===== src/rtl/knps_pkg.sv =====
`default_nettype none

package knps_pkg;

    localparam int MAX_KEEP     = 16;
    localparam int COORD_WIDTH  = 16;
    localparam int KEEP_W       = 5;
    localparam int DIFF_W       = COORD_WIDTH + 1;
    localparam int SQ_W         = 2 * DIFF_W;
    localparam int DIST_W       = SQ_W + 1;
    localparam int K_W          = $clog2(MAX_KEEP + 1);
    localparam int IDX_W        = (MAX_KEEP > 1) ? $clog2(MAX_KEEP) : 1;
    localparam int CFG_IDX_W    = 2;
    localparam int CFG_DATA_W   = (COORD_WIDTH > KEEP_W) ? COORD_WIDTH : KEEP_W;

    typedef enum logic [CFG_IDX_W-1:0] {
        CFG_ORIGIN_X   = 2'd0,
        CFG_ORIGIN_Y   = 2'd1,
        CFG_KEEP_COUNT = 2'd2
    } t_cfg_reg;

    // one ranked candidate
    typedef struct packed {
        logic [DIST_W-1:0]             dist_sq;
        logic signed [COORD_WIDTH-1:0] x;
        logic signed [COORD_WIDTH-1:0] y;
    } t_entry;

    // one result waiting in the drain row
    typedef struct packed {
        logic [COORD_WIDTH-1:0] x;
        logic [COORD_WIDTH-1:0] y;
        logic                   last;
    } t_out;

    // item leaving the distance pipe
    typedef struct packed {
        t_entry         entry;
        logic           last;
        logic [K_W-1:0] k;
    } t_stage;

    // broadcast from the top level to every cell
    typedef struct packed {
        logic           ins_en;
        logic           dump;
        logic           shift;
        logic [K_W-1:0] k;
    } t_cell_ctl;

    // strict rank order: distance, then smaller x, then smaller y
    function automatic logic ranks_before(t_entry a, t_entry b);
        logic [COORD_WIDTH-1:0]            sign_bit;
        logic [DIST_W+2*COORD_WIDTH-1:0]   ka;
        logic [DIST_W+2*COORD_WIDTH-1:0]   kb;
        sign_bit = {1'b1, {(COORD_WIDTH-1){1'b0}}};
        ka = {a.dist_sq, a.x ^ sign_bit, a.y ^ sign_bit};
        kb = {b.dist_sq, b.x ^ sign_bit, b.y ^ sign_bit};
        return ka < kb;
    endfunction

endpackage

`default_nettype wire


===== src/rtl/knps_cell.sv =====
`default_nettype none

module knps_cell (
    input  wire logic                       i_clk,
    input  wire logic                       i_rst_n,
    input  wire knps_pkg::t_cell_ctl        i_ctl,
    input  wire logic [knps_pkg::IDX_W-1:0] i_index,
    input  wire knps_pkg::t_entry           i_new,
    input  wire knps_pkg::t_entry           i_prev_entry,
    input  wire logic                       i_prev_valid,
    input  wire logic                       i_prev_ins,
    output logic                            o_ins,
    output knps_pkg::t_entry                o_entry,
    output logic                            o_valid,
    output logic                            o_n_valid,
    input  wire logic                       i_next_n_valid,
    input  wire knps_pkg::t_out             i_next_out,
    input  wire logic                       i_next_ov,
    output knps_pkg::t_out                  o_out,
    output logic                            o_ov
);

    knps_pkg::t_entry r_entry;
    knps_pkg::t_entry n_entry;
    logic             r_valid;
    logic             n_valid;
    knps_pkg::t_out   r_out;
    knps_pkg::t_out   n_out;
    logic             r_ov;
    logic             n_ov;

    always_comb begin
        // new item goes here or earlier
        o_ins   = !r_valid || knps_pkg::ranks_before(i_new, r_entry);
        n_entry = r_entry;
        n_valid = r_valid;
        if (i_ctl.ins_en) begin
            if (i_prev_ins) begin
                n_entry = i_prev_entry;
                n_valid = i_prev_valid;
            end else if (o_ins) begin
                n_entry = i_new;
                n_valid = 1'b1;
            end
            // positions at or beyond k hold nothing
            if (knps_pkg::K_W'(i_index) >= i_ctl.k) begin
                n_valid = 1'b0;
            end
        end

        n_out = r_out;
        n_ov  = r_ov;
        if (i_ctl.dump) begin
            n_out.x    = n_entry.x;
            n_out.y    = n_entry.y;
            n_out.last = n_valid && !i_next_n_valid;
            n_ov       = n_valid;
        end else if (i_ctl.shift) begin
            n_out = i_next_out;
            n_ov  = i_next_ov;
        end
    end

    always_ff @(posedge i_clk) begin
        if (!i_rst_n) begin
            r_valid <= 1'b0;
            r_ov    <= 1'b0;
        end else begin
            r_valid <= n_valid && !i_ctl.dump;
            r_ov    <= n_ov;
        end
    end

    always_ff @(posedge i_clk) begin
        r_entry <= n_entry;
        r_out   <= n_out;
    end

    assign o_entry   = r_entry;
    assign o_valid   = r_valid;
    assign o_n_valid = n_valid;
    assign o_out     = r_out;
    assign o_ov      = r_ov;

endmodule

`default_nettype wire


===== config.mk =====
export PLATFORM = sky130hd
export DESIGN_NAME = knps_cell
export DESIGN_NICKNAME = d
export VERILOG_FILES = /design/src/rtl/knps_pkg.sv /design/src/rtl/knps_cell.sv
export SDC_FILE = /design/constraint.sdc
export NUM_CORES = 1
export LEC_CHECK = 0
export BUFFER_PORTS_ARGS = -buffer_cell sky130_fd_sc_hd__buf_2
export CORE_MARGIN = 2
export CORE_UTILIZATION = 48
export CTS_CLUSTER_SIZE = 30
export DETAILED_ROUTE_END_ITERATION = 8
export PLACE_DENSITY_LB_ADDON = 0.2
export SYNTH_ARGS = -nofsm -noshare
export SYNTH_HDL_FRONTEND = slang
export SYNTH_SLANG_ARGS = --single-unit

===== constraint.sdc =====
create_clock -name i_clk -period 3.7 [get_ports i_clk]
set_clock_uncertainty 0.15 [all_clocks]
set_input_delay 0 -clock i_clk [delete_from_list [all_inputs] [get_ports i_clk]]
set_output_delay 0 -clock i_clk [all_outputs]
set_load 0.02 [all_outputs]

# Yosys cells after proc, flatten, opt, wreduce, memory -nomap -nowiden
# Index checks and enable logic that the tools add are counted.
[word_totals] regBits=102 out_inout_bits=104 inputBits=185
[classes] bitwise_logic=4 reduce_logical=9 n_lt_le_gt_ge=2 muxes=11
[ops] operator="$mux 67" n=2
[ops] operator="$lt 67x67->1" n=1
[ops] operator="$mux 33" n=2
[ops] operator="$mux 32" n=1
[ops] operator="$mux 1" n=6
[ops] operator="$ge 4x5->1" n=1
[ops] operator="$not 1->1" n=4
[ops] operator="$reduce_bool 2->1" n=2
[ops] operator="$logic_not 1->1" n=3
[ops] operator="$logic_and 1x1->1" n=2
[ops] operator="$reduce_and 2->1" n=1
[ops] operator="$logic_or 1x1->1" n=1

# Depth between registers and ports, before layout
[logic_depth] depth_word=9 mapped_depth=13 ltp_nobuf=11

# Worst setup path before layout
# OpenSTA, ideal clock, no wires.
[synth_path] path_kind="register to register" startpoint="reg r_entry, in the netlist o_entry[42]" endpoint="reg r_entry, in the netlist o_entry[32], enable pin" period_less_slack_ps=3562 n_path_buf=1 stages_incl_launch_ff=13 required_time_ps=3160 t_arrival_ps=3023 slack_ps=138 cell_sequence="edfxtp_1 > inv_1 > ha_1 > a21oi_1 > o21ai_1 > a221oi_2 > o22ai_2 > nor3b_1 > a21oi_2 > inv_4 > buf_2 > o21ai_0 > inv_1"
[synth_via] elab_chain_cells=4
[synth_rtl] item="start, declared" line_no="knps_cell.sv:23" rtl="knps_pkg::t_entry r_entry;"
[synth_rtl] item="start signal, assigned" line_no="knps_cell.sv:75" rtl="r_entry <= n_entry;"
[synth_rtl] item="$lt 67x67->1" line_no="knps_pkg.sv:59" rtl="return ka < kb;"
[synth_rtl] item="$logic_or 1x1->1" line_no="knps_cell.sv:34" rtl="o_ins = !r_valid || knps_pkg::ranks_before(i_new, r_entry);"
[synth_rtl] item="via o_ins" line_no="knps_cell.sv:12" rtl="output logic o_ins,"
[synth_rtl] item="$reduce_bool 2->1 (no source line)"
[synth_rtl] item="$reduce_and 2->1 (no source line)"
# The timed path passes the listed nets, and every way through them passes these cells.
# A chain may end at the register's enable or synchronous reset.

==> impl_metrics.py <==
metrics = {
    "sta": {
        "setup_tns_ps": 0,
        "layout_setup_ws_ps": 110,
        "setup_viol": 0,
        "worstMarginPinSlew_ps": 952,
        "min_period_ps": 3590,
        "fin_hold_ws_ps": -1.67,
        "finalMaxSlewViolations": 0,
        "hold_violations": 1,
        "relSlewSlack_pct": 36.5,
        "fmax_ghz": 0.279,
        "min_period_over_period_pct": 97.0,
        "rsz0062_at_grt": "yes",
    },
    "place": {
        "gp_congestion": 0.825,
        "dpl.cell_count": 1122,
        "io_buffers": 288,
        "place_worst_setup_slack_ps": 420,
        "dp_hpwl_um": 14500,
    },
    "global_route": {
        "grtUsageTotal_pct": 34.4,
        "grt_pass1_vias": 7694,
        "grt.overflow.total": 0,
        "grt_pass1_wl_um": 38300,
        "grt_max_degree": 69,
        "antenna_found_initial": 3,
    },
    "cells_and_area": {
        "drive_gt1_share_pct": 30.1,
        "seqCellArea_um2": 2720,
        "fillers": 791,
        "multi_input_area_um2": 3200,
        "final_cells": 1335,
        "syn2layout_area_growth_pct": 63.2,
        "final_net_count": 1408,
    },
    "critical_path": {
        "critPathLaunchType": "flop",
        "crit_fanout": 24,
        "r2r-start": "o_entry[49]$_DFFE_PP_",
        "required_ps": 3790,
        "crit_family": "compound AO/OA/AOI/OAI gates",
        "critPathMaxStageDelay_ps": 560,
        "path_cells": "inv_1 > ha_1 > nand4_1 > nor4_4 > a211oi_1 > o22ai_2 > o31ai_4 > a21oi_2 > inv_4 > buf_12 > a32oi_1 > nand2_1 > dlygate4sd3_1",
        "end_kind": "flop",
        "crit_start": "o_entry[49]$_DFFE_PP_",
        "cp_slowest_cell": "dlygate4sd3_1",
        "arrival_ps": 3680,
        "path_class": "flop to flop",
        "path_buf_inv": 4,
    },
    "floorplan": {
        "io_pins": 289,
        "rows": 41,
        "core_um2": 12700,
        "initial_utilization_pct": 49.5,
        "dieArea_um2": 14000,
        "dieWidth_um": 118,
        "die_y_um": 118,
    },
    "clock_tree": {
        "htreeDepth": 3,
        "cts.root.buffer_cell": "clkbuf_16",
        "cts.sinks": 102,
        "cts_buffer_depth": 2,
        "clk_latency_ps": 360,
        "cts_buffers": 9,
        "tritoncts": "done",
        "clkTransAtPathRegs_ps": 70,
    },
    "synth": {
        "synth_top_area_cell": "edfxtp_1",
        "syn_area_um2": 6270,
        "avgSynthCellArea_um2": 9.13,
        "synth_area_leaders": "edfxtp_1 33%, ha_1 14%, dfxtp_1 11%, nand2_1 7.0%, inv_1 4.7%",
        "synth_edf_count": 68,
        "syn_nets": 942,
        "ys_seq_elements": 102,
        "yosys-top-cells-count": "117 x nand2_1, 78 x inv_1, 70 x ha_1",
        "synthArstFlopShare_pct": 0,
        "synth.most_common_cell": "nand2_1",
        "ys.warnings.count": 0,
        "ys_types": 54,
        "netlist_instances": 687,
        "synth_flop_cell": "edfxtp_1",
        "synth_top_area_share_pct": 32.6,
        "yosysSeqAreaShare_pct": 43.4,
    },
    "job": {
        "cap_violations": 0,
    },
    "route": {
        "vias": 7511,
        "first_pass_iters": 5,
        "viasPerCell": 5.63,
        "wl_per_cell_um": 18.8,
        "drc": 0,
        "antenna_left": 0,
        "routed_wl_um": 25100,
        "drtIter0Drc": 608,
    },
    "outcome": {
        "status": "complete, but fails checks",
        "violations": "negative hold slack",
    },
    "worst_hold_path": {
        "min_from": "i_new[23]",
        "hold_path.class": "input pin to flop",
    },
    "power": {
        "swShare_pct": 31.6,
        "p_sw_mw": 1.13,
        "cellLeakagePower_nw": 4.98,
        "p_per_area_nw_per_um2": 349,
        "seqPwrFrac_pct": 39.4,
        "power_mw": 3.58,
        "ir_drop_v": 0.000257,
        "pwr-share-comb_pct": 31.6,
        "intPower_mw": 2.45,
        "clock_power_share_pct": 29.0,
    },
}
==> metrics by stage <==
stage / util (%) / instance area [um^2]
after global routing: 80.7 / 10200
after CTS: 79.4 / 10100
after floorplan: - / 6270
after global placement: 61.9 / 7850
final: 80.8 / 10200
after detailed placement: 61.9 / 7850
==> worst reg2reg max path, delay by kind of cell (launching register included) <==
family,cells,cell delay (ps)
buffers and inverters,4,960
and+or+nand+nor,3,580
adders and majority gates,1,310
AOI/OAI and AO/OA,5,1100
DFF,1,360
==> repair_timing <==
| item | 4_1_cts | 5_1_grt |
|---|---|---|
| hold endpoints to repair | 102 | 0 |
| endpoints found under the setup margin | 0 | 47 |
| buffers inserted | 0 | 2 |
| gates resized for setup | 0 | 20 |
| hold buffers | 190 | 0 |
==> final timing paths <==
kind	to	slack, ps	cells past startpoint
max	o_entry[22]$_DFF_P_	110	13
min	o_out[24]$_DFFE_PP_	-2	3
max reg2reg	o_entry[22]$_DFF_P_	110	13
min reg2reg	o_entry[28]$_DFF_P_	380	2
==> power by group through the flow <==
stage	Sequential [mW]	Clock, mW	Combinational, mW
3_5_place_dp	1.43	0	0.856
6_report	1.41	1.04	1.13
3_3_place_gp	1.43	0	0.850
5_1_grt	1.42	1.08	1.21
2_1_floorplan	1.57	0	0.378
4_1_cts	1.41	1.04	1.05
==> flip-flops by register name, indices dropped and copies added, names as in the netlist <==
name and count:
o_valid 1, o_ov 1, o_out 33, o_entry 67
==> area by class of cell <==
cell class                      instances  area share [%]
Clock inverter                          5           0.807
Inverter                               80            2.96
Multi-Input combinational cell        469            31.2
Tap cell                              172            2.10
Antenna cell                            5           0.122
Sequential cell                       102            26.6
Clock buffer                           11            2.27
Timing Repair Buffer                  491            33.9
==> cells by family after synthesis <==
family          share of synthesized area, %
fa+ha+maj                               14.0
compound gates                          20.0
buf+inv                                 8.00
simple gates                            14.1
mux                                    0.479
flops                                   43.4
==> metal layers <==
metal  up-vias  GRT usage (%)  share of wire (%)  wire [um]
li1       3406              -                  -          -
met1      3462           37.6                 36       9000
met2       520           60.6                 50      12400
met3       123           7.92                9.4       2350
met4         0           20.6                5.2       1300
met5         -              0                  0          0
==> layout by cell type, fill, tap and decap left out, types with 3 or more instances in the layout <==
cell type and instances:
buf_2 288, dlygate4sd3_1 190, nand2_1 117, inv_1 78, ha_1 70, edfxtp_1 68, nor2_1 41, o21ai_0 41
dfxtp_1 34, o21ai_1 32, a31oi_1 29, a21oi_1 28, a32oi_1 17, a32oi_2 12, nand4_1 11, buf_4 10
clkbuf_16 9, a21o_1 8, nand3_1 7, diode_2 5, nor3_1 5, a211oi_1 4, nand2b_1 3, o41ai_2 3
and3_1 3, mux2i_1 3
(Power assumes the default switching activity.)
