--- src/rtl/knps_pkg.sv ---
`default_nettype none

package knps_pkg;

    localparam int MAX_KEEP     = 16;
    localparam int COORD_WIDTH  = 16;
    localparam int KEEP_W       = 5;
    localparam int DIFF_W       = COORD_WIDTH + 1;
    localparam int SQ_W         = 2 * DIFF_W;
    localparam int DIST_W       = SQ_W + 1;
    localparam int K_W          = $clog2(MAX_KEEP + 1);
    localparam int IDX_W        = (MAX_KEEP > 1) ? $clog2(MAX_KEEP) : 1;
    localparam int CFG_IDX_W    = 2;
    localparam int CFG_DATA_W   = (COORD_WIDTH > KEEP_W) ? COORD_WIDTH : KEEP_W;

    typedef enum logic [CFG_IDX_W-1:0] {
        CFG_ORIGIN_X   = 2'd0,
        CFG_ORIGIN_Y   = 2'd1,
        CFG_KEEP_COUNT = 2'd2
    } t_cfg_reg;

    // one ranked candidate
    typedef struct packed {
        logic [DIST_W-1:0]             dist_sq;
        logic signed [COORD_WIDTH-1:0] x;
        logic signed [COORD_WIDTH-1:0] y;
    } t_entry;

    // one result waiting in the drain row
    typedef struct packed {
        logic [COORD_WIDTH-1:0] x;
        logic [COORD_WIDTH-1:0] y;
        logic                   last;
    } t_out;

    // item leaving the distance pipe
    typedef struct packed {
        t_entry         entry;
        logic           last;
        logic [K_W-1:0] k;
    } t_stage;

    // broadcast from the top level to every cell
    typedef struct packed {
        logic           ins_en;
        logic           dump;
        logic           shift;
        logic [K_W-1:0] k;
    } t_cell_ctl;

    // strict rank order: distance, then smaller x, then smaller y
    function automatic logic ranks_before(t_entry a, t_entry b);
        logic [COORD_WIDTH-1:0]            sign_bit;
        logic [DIST_W+2*COORD_WIDTH-1:0]   ka;
        logic [DIST_W+2*COORD_WIDTH-1:0]   kb;
        sign_bit = {1'b1, {(COORD_WIDTH-1){1'b0}}};
        ka = {a.dist_sq, a.x ^ sign_bit, a.y ^ sign_bit};
        kb = {b.dist_sq, b.x ^ sign_bit, b.y ^ sign_bit};
        return ka < kb;
    endfunction

endpackage

`default_nettype wire

--- src/rtl/knps_dist.sv ---
`default_nettype none

module knps_dist (
    input  wire logic                                  i_clk,
    input  wire logic                                  i_rst_n,
    input  wire logic                                  i_adv,
    input  wire logic                                  i_valid,
    input  wire logic signed [knps_pkg::COORD_WIDTH-1:0] i_point_x,
    input  wire logic signed [knps_pkg::COORD_WIDTH-1:0] i_point_y,
    input  wire logic                                  i_last,
    input  wire logic signed [knps_pkg::COORD_WIDTH-1:0] i_origin_x,
    input  wire logic signed [knps_pkg::COORD_WIDTH-1:0] i_origin_y,
    input  wire logic [knps_pkg::K_W-1:0]              i_k,
    output logic                                       o_valid,
    output knps_pkg::t_stage                           o_stage
);

    localparam int CW = knps_pkg::COORD_WIDTH;

    // stage 1: differences
    logic                                  r_s1_valid;
    logic signed [knps_pkg::DIFF_W-1:0]    r_s1_dx;
    logic signed [knps_pkg::DIFF_W-1:0]    r_s1_dy;
    logic signed [CW-1:0]                  r_s1_x;
    logic signed [CW-1:0]                  r_s1_y;
    logic                                  r_s1_last;
    logic [knps_pkg::K_W-1:0]              r_s1_k;
    // stage 2: squares
    logic                                  r_s2_valid;
    logic [knps_pkg::SQ_W-1:0]             r_s2_sx;
    logic [knps_pkg::SQ_W-1:0]             r_s2_sy;
    logic signed [CW-1:0]                  r_s2_x;
    logic signed [CW-1:0]                  r_s2_y;
    logic                                  r_s2_last;
    logic [knps_pkg::K_W-1:0]              r_s2_k;
    // stage 3: distance
    logic                                  r_s3_valid;
    knps_pkg::t_stage                      r_s3;

    logic signed [knps_pkg::DIFF_W-1:0]    n_dx;
    logic signed [knps_pkg::DIFF_W-1:0]    n_dy;
    logic signed [knps_pkg::SQ_W-1:0]      n_sqx;
    logic signed [knps_pkg::SQ_W-1:0]      n_sqy;
    logic [knps_pkg::DIST_W-1:0]           n_dist;

    assign n_dx   = $signed({i_point_x[CW-1], i_point_x}) - $signed({i_origin_x[CW-1], i_origin_x});
    assign n_dy   = $signed({i_point_y[CW-1], i_point_y}) - $signed({i_origin_y[CW-1], i_origin_y});
    assign n_sqx  = r_s1_dx * r_s1_dx;
    assign n_sqy  = r_s1_dy * r_s1_dy;
    assign n_dist = {1'b0, r_s2_sx} + {1'b0, r_s2_sy};

    always_ff @(posedge i_clk) begin
        if (!i_rst_n) begin
            r_s1_valid <= 1'b0;
            r_s2_valid <= 1'b0;
            r_s3_valid <= 1'b0;
        end else if (i_adv) begin
            r_s1_valid <= i_valid;
            r_s2_valid <= r_s1_valid;
            r_s3_valid <= r_s2_valid;
        end
    end

    always_ff @(posedge i_clk) begin
        if (i_adv) begin
            r_s1_dx            <= n_dx;
            r_s1_dy            <= n_dy;
            r_s1_x             <= i_point_x;
            r_s1_y             <= i_point_y;
            r_s1_last          <= i_last;
            r_s1_k             <= i_k;
            r_s2_sx            <= n_sqx;
            r_s2_sy            <= n_sqy;
            r_s2_x             <= r_s1_x;
            r_s2_y             <= r_s1_y;
            r_s2_last          <= r_s1_last;
            r_s2_k             <= r_s1_k;
            r_s3.entry.dist_sq <= n_dist;
            r_s3.entry.x       <= r_s2_x;
            r_s3.entry.y       <= r_s2_y;
            r_s3.last          <= r_s2_last;
            r_s3.k             <= r_s2_k;
        end
    end

    assign o_valid = r_s3_valid;
    assign o_stage = r_s3;

endmodule

`default_nettype wire

--- config.mk ---
export PLATFORM = sky130hd
export DESIGN_NAME = knps_dist
export DESIGN_NICKNAME = d
export VERILOG_FILES = /design/src/rtl/knps_pkg.sv /design/src/rtl/knps_dist.sv
export SDC_FILE = /design/constraint.sdc
export NUM_CORES = 2
export LEC_CHECK = 0
export ABC_AREA = 1
export BUFFER_PORTS_ARGS = -buffer_cell sky130_fd_sc_hd__buf_2
export CAP_MARGIN = 5
export CORE_MARGIN = 2
export CORE_UTILIZATION = 45
export DETAILED_ROUTE_END_ITERATION = 8
export PLACE_DENSITY = 0.58
export SYNTH_ARGS = -nofsm -noshare
export SYNTH_HDL_FRONTEND = slang
export SYNTH_SLANG_ARGS = --single-unit
export TNS_END_PERCENT = 1
--- constraint.sdc ---
create_clock -name i_clk -period 14.63 [get_ports i_clk]
set_input_delay 0.7315 -clock i_clk [delete_from_list [all_inputs] [get_ports i_clk]]
set_output_delay 0.7315 -clock i_clk [all_outputs]
set_load 0.05 [all_outputs]
After elaboration in Yosys (flattened, before gate mapping)
Index checks and enable logic that the tools add are counted.
Cells by class
  $mul: 2
  add/sub/neg operators: 3
Operators with widths (number)
  multiplier 17 x 17 -> 34 bit: 2
  adder 34 x 34 -> 35 bit: 1
  subtractor 16 x 16 -> 17 bit: 2
Word-level totals
  logic and storage cells: 25
  register bits: 254
  bits of input ports: 74

Longest topological paths before layout
  word-level depth: 1
  gate-level depth with buffers: 29
  mapped depth without buffers: 27

Least setup slack after synthesis
Ideal clock, no wire load.
  path kind: register -> register
  start point: register r_s1_dx[16] (netlist bit)
  end point: register r_s2_sx[33] (netlist bit), data pin
  setup slack: 8.834 ns
  library setup time: 0.252 ns
  arrival: 5.544 ns
  cell stages (with the launch flop): 22
  buffers on the path: 2
  period minus slack after synthesis: 5.796 ns
  cells stage by stage: edfxtp_1 clkbuf_1 buf_1 nand2_1 inv_1 fa_1 fa_1 inv_1 fa_1 inv_1 fa_1 inv_1 fa_1 fa_1 inv_1 ha_1 nand2_1 nor3_2 and2_1 a21oi_1 nand2_1 nand2_1
Between the ends
  longest elaborated chain between the ends: 1
RTL lines
  start, declared: line knps_dist.sv:22  | logic signed [knps_pkg::DIFF_W-1:0] r_s1_dx;
  start signal, assigned: line knps_dist.sv:66  | r_s1_dx <= n_dx;
  multiplier 17 x 17 -> 34 bit: line knps_dist.sv:48  | assign n_sqx = r_s1_dx * r_s1_dx;
  named net n_sqx (one bit): line knps_dist.sv:42  | logic signed [knps_pkg::SQ_W-1:0] n_sqx;
  end signal, assigned: line knps_dist.sv:72  | r_s2_sx <= n_sqx;
  end, declared: line knps_dist.sv:30  | logic [knps_pkg::SQ_W-1:0] r_s2_sx;
The timed path passes the listed nets, and every way through them passes these cells.
A chain may end at the register's enable or synchronous reset.

Worst setup path in the final report
  start point: register r_s1_dy[3] (netlist bit)
  end point: register r_s2_sy[26] (netlist bit), data pin
Between the ends
  longest elaborated chain between the ends: 1
RTL lines
  start, declared: line knps_dist.sv:23  | logic signed [knps_pkg::DIFF_W-1:0] r_s1_dy;
  start signal, assigned: line knps_dist.sv:67  | r_s1_dy <= n_dy;
  multiplier 17 x 17 -> 34 bit: line knps_dist.sv:49  | assign n_sqy = r_s1_dy * r_s1_dy;
  named net n_sqy (one bit): line knps_dist.sv:43  | logic signed [knps_pkg::SQ_W-1:0] n_sqy;
  end signal, assigned: line knps_dist.sv:73  | r_s2_sy <= n_sqy;
  end, declared: line knps_dist.sv:31  | logic [knps_pkg::SQ_W-1:0] r_s2_sy;
The timed path passes the listed nets, and every way through them passes these cells.

==> flow_summary_export.csv <==
group,metric,value,unit
sta,hold_viol,0,
sta,setup-violations-final,0,
floorplanning,die-area,75500,µm²
sta,worst_slew_pin_slew,1010,ps
clock_tree,cts-root-buf,"clkbuf_16",
clock_tree,cts.sinks,252,
floorplanning,start_util,0.453,
sta,post-route-period-util,0.445,
clock_tree,clk_pin_slew,60,ps
global_routing,grt_pass1_wl,122000,µm
sta,slew_headroom,0.327,
global_routing,grt_usage,0.201,
finish,nNetsFinal,4747,
placed_design,place_area,34700,µm²
finish,final_common_cell,"inv_1",
drt,firstDrtPassIters,6,
worst_hold_path,holdPathEnd,"r_s1_k[0]",
clock_tree,htree_levels,1,
finish,stdcell_area,35700,µm²
sta,grt_setup_unrepaired,"false",
worst_hold_path,whs_path_depth,1,
critical_path,cp.required,14960,ps
finish,drive_above_1_share,0.0669,
placed_design,routabilityCongestion,0.966,
placed_design,dp_hpwl,61400,µm
clock_tree,postCtsResizedCells,0,
clock_tree,numCtsBuffers,31,
drt,first_iter_violations,1198,
synthesis,syn_area,33000,µm²
critical_path,reg2reg_from,"r_s1_dy[3]",
drt,avgViaCountPerCell,4.72,
synthesis,yosysWarnings,0,
worst_hold_path,hold_path.class,"primary input to flip-flop",
finish,area_delta_synth_final,8.17,%
floorplanning,io_pins,148,
synthesis,ys_ff_latch,252,
clock_tree,clock_path_buffers,3,
clock_tree,hold_buffers,0,
placed_design,portBuffers,147,
sta,fin_crit,6510,ps
global_routing,overflow,0,
synthesis,syn_area_per_cell,8.73,µm²
sta,setup_tns,0,ps
drt,antenna_violating_nets_post_route,0,
run,cap_violations,0,
floorplanning,die_h,275,µm
clock_tree,cts_tree,"yes",
finish,num_antenna_cells,0,
critical_path,worst-setup-path-type,"flip-flop to flip-flop",
critical_path,r2r_end,"r_s2_sy[26]",
synthesis,synthCells,3780,
floorplanning,fp-row-count,99,
drt,drc,0,
floorplanning,core_region_area,72800,µm²
floorplanning,fp.dieW,275,µm
synthesis,ys_types,36,
critical_path,crit_fanout,19,
drt,routed_wl,72100,µm
run_status,status,"complete, no violations",
critical_path,crit_arrival,6840,ps
sta,finalMaxSlewViolations,0,
critical_path,endpoint_kind,"flip-flop",
worst_hold_path,min_from,"i_k[0]",
critical_path,worstRegToRegCells,16,
global_routing,grt_pass1_vias,24133,
drt,vias,23019,
synthesis,syn_nets,4637,
sta,fmax,154,MHz
critical_path,start_kind,"flip-flop",
synthesis,ys_seq_area_frac,0.228,
critical_path,reg2reg_slack,8120,ps
global_routing,grt_max_degree,134,
sta,finClkSkew,31.4,ps
drt,wl_per_cell,14.8,µm
clock_tree,post_cts.repair.setup_buffers,0,
global_routing,antenna_found_initial,1,
finish,final_cell_mix,"1071 x inv_1, 900 x nand2_1, 534 x fa_1",
clock_tree,clk_latency,600,ps
## sequential cells by signal (all words and copies together), names as in the netlist
| name | flops |
|---|---|
| r_s2_sy | 33 |
| o_stage | 73 |
| r_s1_k | 5 |
| r_s2_valid | 1 |
| r_s2_y | 16 |
| r_s1_last | 1 |
| r_s1_valid | 1 |
| r_s1_dy | 17 |
| r_s2_x | 16 |
| r_s1_dx | 17 |
| r_s1_y | 16 |
| r_s1_x | 16 |
| r_s2_last | 1 |
| o_valid | 1 |
| r_s2_k | 5 |
| r_s2_sx | 33 |
## cell families after synthesis
logic type / after synthesis / share of synthesized area
AO/OA/AOI/OAI: 212 / 0.0356
buffers and inverters: 1146 / 0.130
flip-flops: 252 / 0.228
AND/OR/NAND/NOR: 1287 / 0.161
XOR/XNOR: 100 / 0.0265
adder cells (fa/ha/maj): 783 / 0.418
## per-layer routing
| metal | wire length [µm] | global-route usage | vias up |
|---|---|---|---|
| met4 | 1680 | 0.0458 | 0 |
| met3 | 2960 | 0.0213 | 89 |
| met2 | 33400 | 0.333 | 416 |
| li1 | - | - | 11457 |
| met1 | 34100 | 0.285 | 11057 |
| met5 | 0 | 0 | - |
## metrics by stage
| stage | worst slack, ps | util | hold WS (ps) | cells |
|---|---|---|---|---|
| global route | 7800 | 0.490 | 281 | 4874 |
| finish | 8120 | 0.490 | 303 | 4874 |
| floorplan | 8830 | - | 400 | 3780 |
| global placement | 8200 | 0.476 | 400 | 4816 |
| detailed placement | 8180 | 0.476 | 405 | 4816 |
| CTS | 8160 | 0.490 | 263 | 4874 |
## worst max-delay path, stage by stage, from the launching register on
cell	delay, ps
edfxtp_1	940
nand2_1	260
inv_1	150
fa_1	580
fa_1	890
fa_1	530
fa_1	510
fa_1	490
inv_1	50
fa_1	470
inv_1	40
ha_1	380
nand2_1	170
nor3_1	420
nand3_1	180
nand4_1	130
nand2_1	70
## synthesized netlist by cell type
| cell | number | share of area |
|---|---|---|
| a31o_2 | 4 | 0.0011 |
| xnor2_1 | 16 | 0.0042 |
| nand2_1 | 900 | 0.10 |
| o21bai_1 | 25 | 0.0057 |
| nand2_2 | 15 | 0.0028 |
| nand3_1 | 112 | 0.017 |
| a31oi_1 | 1 | 0.00019 |
| a21oi_1 | 123 | 0.019 |
| nor4_1 | 4 | 0.00076 |
| clkbuf_1 | 65 | 0.0074 |
| xor2_1 | 84 | 0.022 |
| ha_1 | 249 | 0.094 |
| buf_1 | 8 | 0.00091 |
| dfxtp_1 | 3 | 0.0018 |
| and3_1 | 2 | 0.00038 |
| o31ai_1 | 1 | 0.00023 |
| o21ai_2 | 3 | 0.00080 |
| edfxtp_1 | 249 | 0.23 |
| a21boi_0 | 1 | 0.00023 |
| nor3_4 | 1 | 0.00049 |
| and2_1 | 7 | 0.0013 |
| nand3_2 | 3 | 0.00091 |
| or2_2 | 13 | 0.0025 |
| nand3b_1 | 4 | 0.00091 |
| nor2_1 | 156 | 0.018 |
| nor2_2 | 16 | 0.0030 |
| inv_1 | 1071 | 0.12 |
| inv_2 | 2 | 0.00023 |
| nor2_4 | 2 | 0.00068 |
| fa_1 | 534 | 0.32 |
| o21a_1 | 2 | 0.00045 |
| a21o_1 | 5 | 0.0011 |
| nor3_1 | 19 | 0.0029 |
| nor3_2 | 6 | 0.0018 |
| o21ai_0 | 47 | 0.0071 |
| nand4_1 | 27 | 0.0051 |
## final cells by class
class	count	area, µm²
fillers	7019	37100
multi-input cells	2382	21200
repair buffers	150	781
clock buffers	39	806
well taps	959	1200
inverters	1073	4030
clock inverters	19	183
flip-flops and latches	252	7540
## worst max path at each step
stage                start     endpoint  cells after the start
2_1_floorplan  r_s1_dx[16]  r_s2_sx[33]                     21
3_3_place_gp    r_s1_dy[3]  r_s2_sy[30]                     16
3_5_place_dp    r_s1_dy[3]  r_s2_sy[30]                     16
4_1_cts         r_s1_dy[3]  r_s2_sy[26]                     16
5_1_grt        r_s1_dx[16]  r_s2_sx[21]                     22
6_report        r_s1_dy[3]  r_s2_sy[26]                     16
Power is not shown: default switching activity piles up to over one toggle a cycle in this logic, so the estimate is an artifact.
